## src/rtl/tkf_pkg.sv

```systemverilog
// ----------------------------------------------------------------------------
// Top-k sparsity filter package
// Shared widths, register indexes, controller states and the command and
// status groups between the controller and the datapath.
// ----------------------------------------------------------------------------
package tkf_pkg;

  // Width of the keep count register.
  localparam int unsigned KEEP_W = 7;

  // Configuration port widths.
  localparam int unsigned APB_ADDR_W = 3;
  localparam int unsigned APB_DATA_W = 32;

  // Register index within the configuration space (byte address / 4).
  localparam logic [APB_ADDR_W-3:0] REG_KEEP_COUNT = '0;

  localparam logic [KEEP_W-1:0] KEEP_RESET = KEEP_W'(1);

  typedef enum logic [2:0] {
    ST_COLLECT = 3'b001,
    ST_SEEK    = 3'b010,
    ST_EMIT    = 3'b100
  } tkf_state_e;

  typedef struct packed {
    logic accept;  // take input items
    logic seek;    // walk the sorted chain toward the threshold entry
    logic emit;    // read back the store and send results
    logic clear;   // vector finished, return counters to zero
  } tkf_cmd_t;

  typedef struct packed {
    logic shift_done;
    logic emit_done;
  } tkf_status_t;

endpackage

```

## src/rtl/tkf_ctrl.sv

```systemverilog
// ----------------------------------------------------------------------------
// Top-k sparsity filter controller
// Sequences collection of a vector, the threshold walk and the emission.
// ----------------------------------------------------------------------------
module tkf_ctrl (
  input  logic                 clk_i,
  input  logic                 rst_ni,
  input  logic                 in_valid_i,
  input  logic                 in_last_i,
  input  tkf_pkg::tkf_status_t status_i,
  output tkf_pkg::tkf_cmd_t    cmd_o
);
  import tkf_pkg::*;

  tkf_state_e state_q, state_d;

  always_comb begin
    state_d = state_q;
    cmd_o   = '0;
    case (state_q)
      ST_COLLECT: begin
        cmd_o.accept = 1'b1;
        if (in_valid_i && in_last_i) begin
          state_d = ST_SEEK;
        end
      end
      ST_SEEK: begin
        cmd_o.seek = 1'b1;
        if (status_i.shift_done) begin
          state_d = ST_EMIT;
        end
      end
      ST_EMIT: begin
        cmd_o.emit = 1'b1;
        if (status_i.emit_done) begin
          cmd_o.clear = 1'b1;
          state_d     = ST_COLLECT;
        end
      end
      default: begin
        state_d = ST_COLLECT;
      end
    endcase
  end

  always_ff @(posedge clk_i or negedge rst_ni) begin
    if (!rst_ni) begin
      state_q <= ST_COLLECT;
    end else begin
      state_q <= state_d;
    end
  end

endmodule

```

## config.mk

```make
export PLATFORM = sky130hd
export DESIGN_NAME = tkf_ctrl
export DESIGN_NICKNAME = d
export VERILOG_FILES = /design/src/rtl/tkf_pkg.sv /design/src/rtl/tkf_ctrl.sv
export SDC_FILE = /design/constraint.sdc
export NUM_CORES = 1
export LEC_CHECK = 0
export BUFFER_PORTS_ARGS = -buffer_cell sky130_fd_sc_hd__buf_4
export CAP_MARGIN = 20
export CORE_AREA = 2 2 39 41
export DETAILED_ROUTE_END_ITERATION = 8
export DIE_AREA = 0 0 41 43
export PLACE_DENSITY = 0.32
export SYNTH_ARGS = -nofsm -noshare
export SYNTH_HDL_FRONTEND = slang
export SYNTH_SLANG_ARGS = --single-unit
export TNS_END_PERCENT = 50
```

## constraint.sdc

```tcl
create_clock -name clk_i -period 2.3 [get_ports clk_i]
set_clock_uncertainty 0.1 [all_clocks]
set_input_delay 0.46 -clock clk_i [delete_from_list [all_inputs] [get_ports clk_i]]
set_output_delay 0.46 -clock clk_i [all_outputs]
set_load 0.1 [all_outputs]
```

==> flow_metrics.env <==
export IMPL_status="finished, final reports clean"
export IMPL_worst_pin_slew_ns=0.330
export IMPL_postPlaceCellArea_um2=280
export IMPL_mostFrequentLayoutCell="buf_4"
export IMPL_cp_startpoint="state_q[1]"
export IMPL_hold_path_end="state_q[0]"
export IMPL_power_density_nw_per_um2=679
export IMPL_setup_viol=0
export IMPL_rows=14
export IMPL_synth_cells=17
export IMPL_hpwlAfterDp_um=349
export IMPL_rr_startpoint="state_q[1]"
export IMPL_period_minus_slack_ns=1.97
export IMPL_hp_start="status_i[0]"
export IMPL_intPower_uw=143
export IMPL_clock_power_share=0.433
export IMPL_crit_required_ns=1.74
export IMPL_numCtsBuffers=3
export IMPL_chipHeight_um=43
export IMPL_rsz0062_at_grt="false"
export IMPL_gp_congestion=0.622
export IMPL_clkLatencyLatePin_ns=0.23
export IMPL_syn_avg_cell_area_um2=11.0
export IMPL_grtUsageTotal=0.0724
export IMPL_crit_family="simple AND/OR/NAND/NOR gates"
export IMPL_netlist_top_cell_by_area="dfrtp_1"
export IMPL_wl_met1_um=143
export IMPL_numPortBuffers=9
export IMPL_ys_seq_area_frac=0.409
export IMPL_io_pins=10
export IMPL_p_comb_frac=0.261
export IMPL_rrSetupSlack_ns=1.12
export IMPL_core_area_um2=1380
export IMPL_initialDrtViolationCount=0
export IMPL_finalNetCount=37
export IMPL_crit_chain="nor3b_4 > and2_4 > buf_4"
export IMPL_multi_input_area_um2=109
export IMPL_grt_pass1_wl_um=772
export IMPL_overflow=0
export IMPL_grt_start_max_net_pins=8
export IMPL_routedWlPerCell_um=9.46
export IMPL_reg2reg_depth=2
export IMPL_drive_gt1_frac=0.567
export IMPL_syn2layout_area_growth_pct=69.8
export IMPL_crit_slowest_cell="dfrtp_1"
export IMPL_leakagePower_nw=0.137
export IMPL_path_max_fanout=7
export IMPL_fp_dieArea_um2=1760
export IMPL_fmax_mhz=508
export IMPL_reg_top3="state_q: 3 flops"
export IMPL_synth_area_leaders="dfrtp_1, dfstp_2, nor3b_1, a221oi_2, nor3b_2"
export IMPL_final_cell_mix="buf_4, clkbuf_4, nor3b_1, inv_1, dfrtp_1"
export IMPL_dieWidth_um=41
export IMPL_cts_resized=0
export IMPL_crit_type="flip-flop to output port"
export IMPL_grt_pass1_vias=195
export IMPL_seqPwrFrac=0.306
export IMPL_clk_path_buf_depth=2
export IMPL_maxCapViolations=0
export IMPL_drtAntennaViolNets=0
export IMPL_cts_setup_buffers=0
export IMPL_cts_max_level=1
export IMPL_largest_register_ffs=3
export IMPL_finish_utilization=0.229
export IMPL_max_stage_delay_ns=0.45
export IMPL_power_switching_uw=72.3
export IMPL_start_util=0.135
export IMPL_cts_tree="built"
export IMPL_met3_length_um=40
export IMPL_via_per_inst=3.80
export IMPL_ys_ff_latch=3
export IMPL_cts_root_buf="clkbuf_4"
export IMPL_drtPass1Iterations=1
export IMPL_hold_buffers=1
export IMPL_syn_nets=23
export IMPL_hold_violations=0
export IMPL_largest_register="state_q"
export IMPL_yosysWarnings=0
export IMPL_totalWireLength_um=435
export IMPL_netlist_area_leader_share=0.268
export IMPL_nFillCells=146
export IMPL_cts_sinks=3
export IMPL_sw_frac_of_total=0.336
export IMPL_synth_area_um2=186
export IMPL_ir_drop_v=0.000251
export IMPL_antenna_found_initial=0
export IMPL_worstPathArrival_ns=1.41
export IMPL_worst_path_stages=3
export IMPL_end_kind="output port"
export IMPL_fin_area_um2=317
export IMPL_routed_top_layer="met4"
export IMPL_worstSetupStartpointType="flip-flop"
export IMPL_drv_slew=0
export IMPL_holdPathStages=3
export IMPL_worst_r2r_endpoint="state_q[2]"
export IMPL_seqCellArea_um2=76.3
export IMPL_num_vias=175
export IMPL_route_detailed_drc=0
export IMPL_yosysUniqueCellTypes=13
export IMPL_slew_headroom=0.780
export IMPL_fin_crit_sh=0.856
export IMPL_cp_buffers_inverters=1
export IMPL_diodes=0
export IMPL_clkTransAtPathRegs_ns=0.04
export IMPL_hp_class="input port to flip-flop"
export IMPL_wl_met2_um=236
worst min-delay path, delay by kind of cell:
| kind | cells | cell delay, ns |
|---|---|---|
| compound gates | 1 | 0.06 |
| buf+inv | 2 | 0.18 |
power groups by stage:
stage / Clock, mW / Combinational, mW / Sequential (mW)
2_1_floorplan: 0 / 0.0412 / 0.0651
3_3_place_gp: 0 / 0.0553 / 0.0668
3_5_place_dp: 0 / 0.0556 / 0.0664
4_1_cts: 0.0990 / 0.0571 / 0.0659
5_1_grt: 0.109 / 0.0591 / 0.0667
6_report: 0.0932 / 0.0562 / 0.0658
logic make-up (layout without fill, tap and decap cells):
| family | count (synthesis) | count (layout) | synth area share |
|---|---|---|---|
| buffers and inverters | 3 | 16 | 0.0806 |
| AND/OR/NAND/NOR | 8 | 8 | 0.362 |
| AO/OA/AOI/OAI | 3 | 3 | 0.148 |
| flip-flops | 3 | 3 | 0.409 |
synth_stat cells:
cell,count
a21oi_1,1
a221oi_2,1
and2_1,1
and4b_1,1
buf_4,1
dfrtp_1,2
dfstp_2,1
inv_1,2
nand3b_1,1
nor3b_1,3
nor3b_2,1
o21a_1,1
or3b_1,1
routing by layer:
layer,GRT usage,up-vias
met5,0,-
met4,0.100,0
met3,0.0366,2
met2,0.0938,7
met1,0.0645,80
li1,-,86
per-stage QoR:
stage	setup TNS (ns)	power (mW)	std cells	hold slack [ns]	setup slack (ns)
2_1_floorplan	-0.152	0.106	17	0.0644	-0.100
3_3_place_gp	0	0.122	41	0.151	0.586
3_5_place_dp	0	0.122	41	0.150	0.565
4_1_cts	0	0.222	46	0.377	0.308
5_1_grt	0	0.235	46	0.381	0.214
6_report	0	0.215	46	0.376	0.332
worst max path at each step:
| stage | slack (ns) | end |
|---|---|---|
| floorplan | -0.10 | cmd_o[0] |
| global placement | 0.59 | cmd_o[0] |
| detailed placement | 0.56 | cmd_o[2] |
| CTS | 0.31 | cmd_o[2] |
| global route | 0.21 | cmd_o[2] |
| finish | 0.33 | cmd_o[0] |
final cells by class:
class	count	area share
timing repair buffer	10	0.245
inverter	2	0.0237
clock buffer	4	0.0830
multi-input combinational	11	0.344
tap	16	0.0632
sequential	3	0.241
Power figures use the tool's default switching activity.
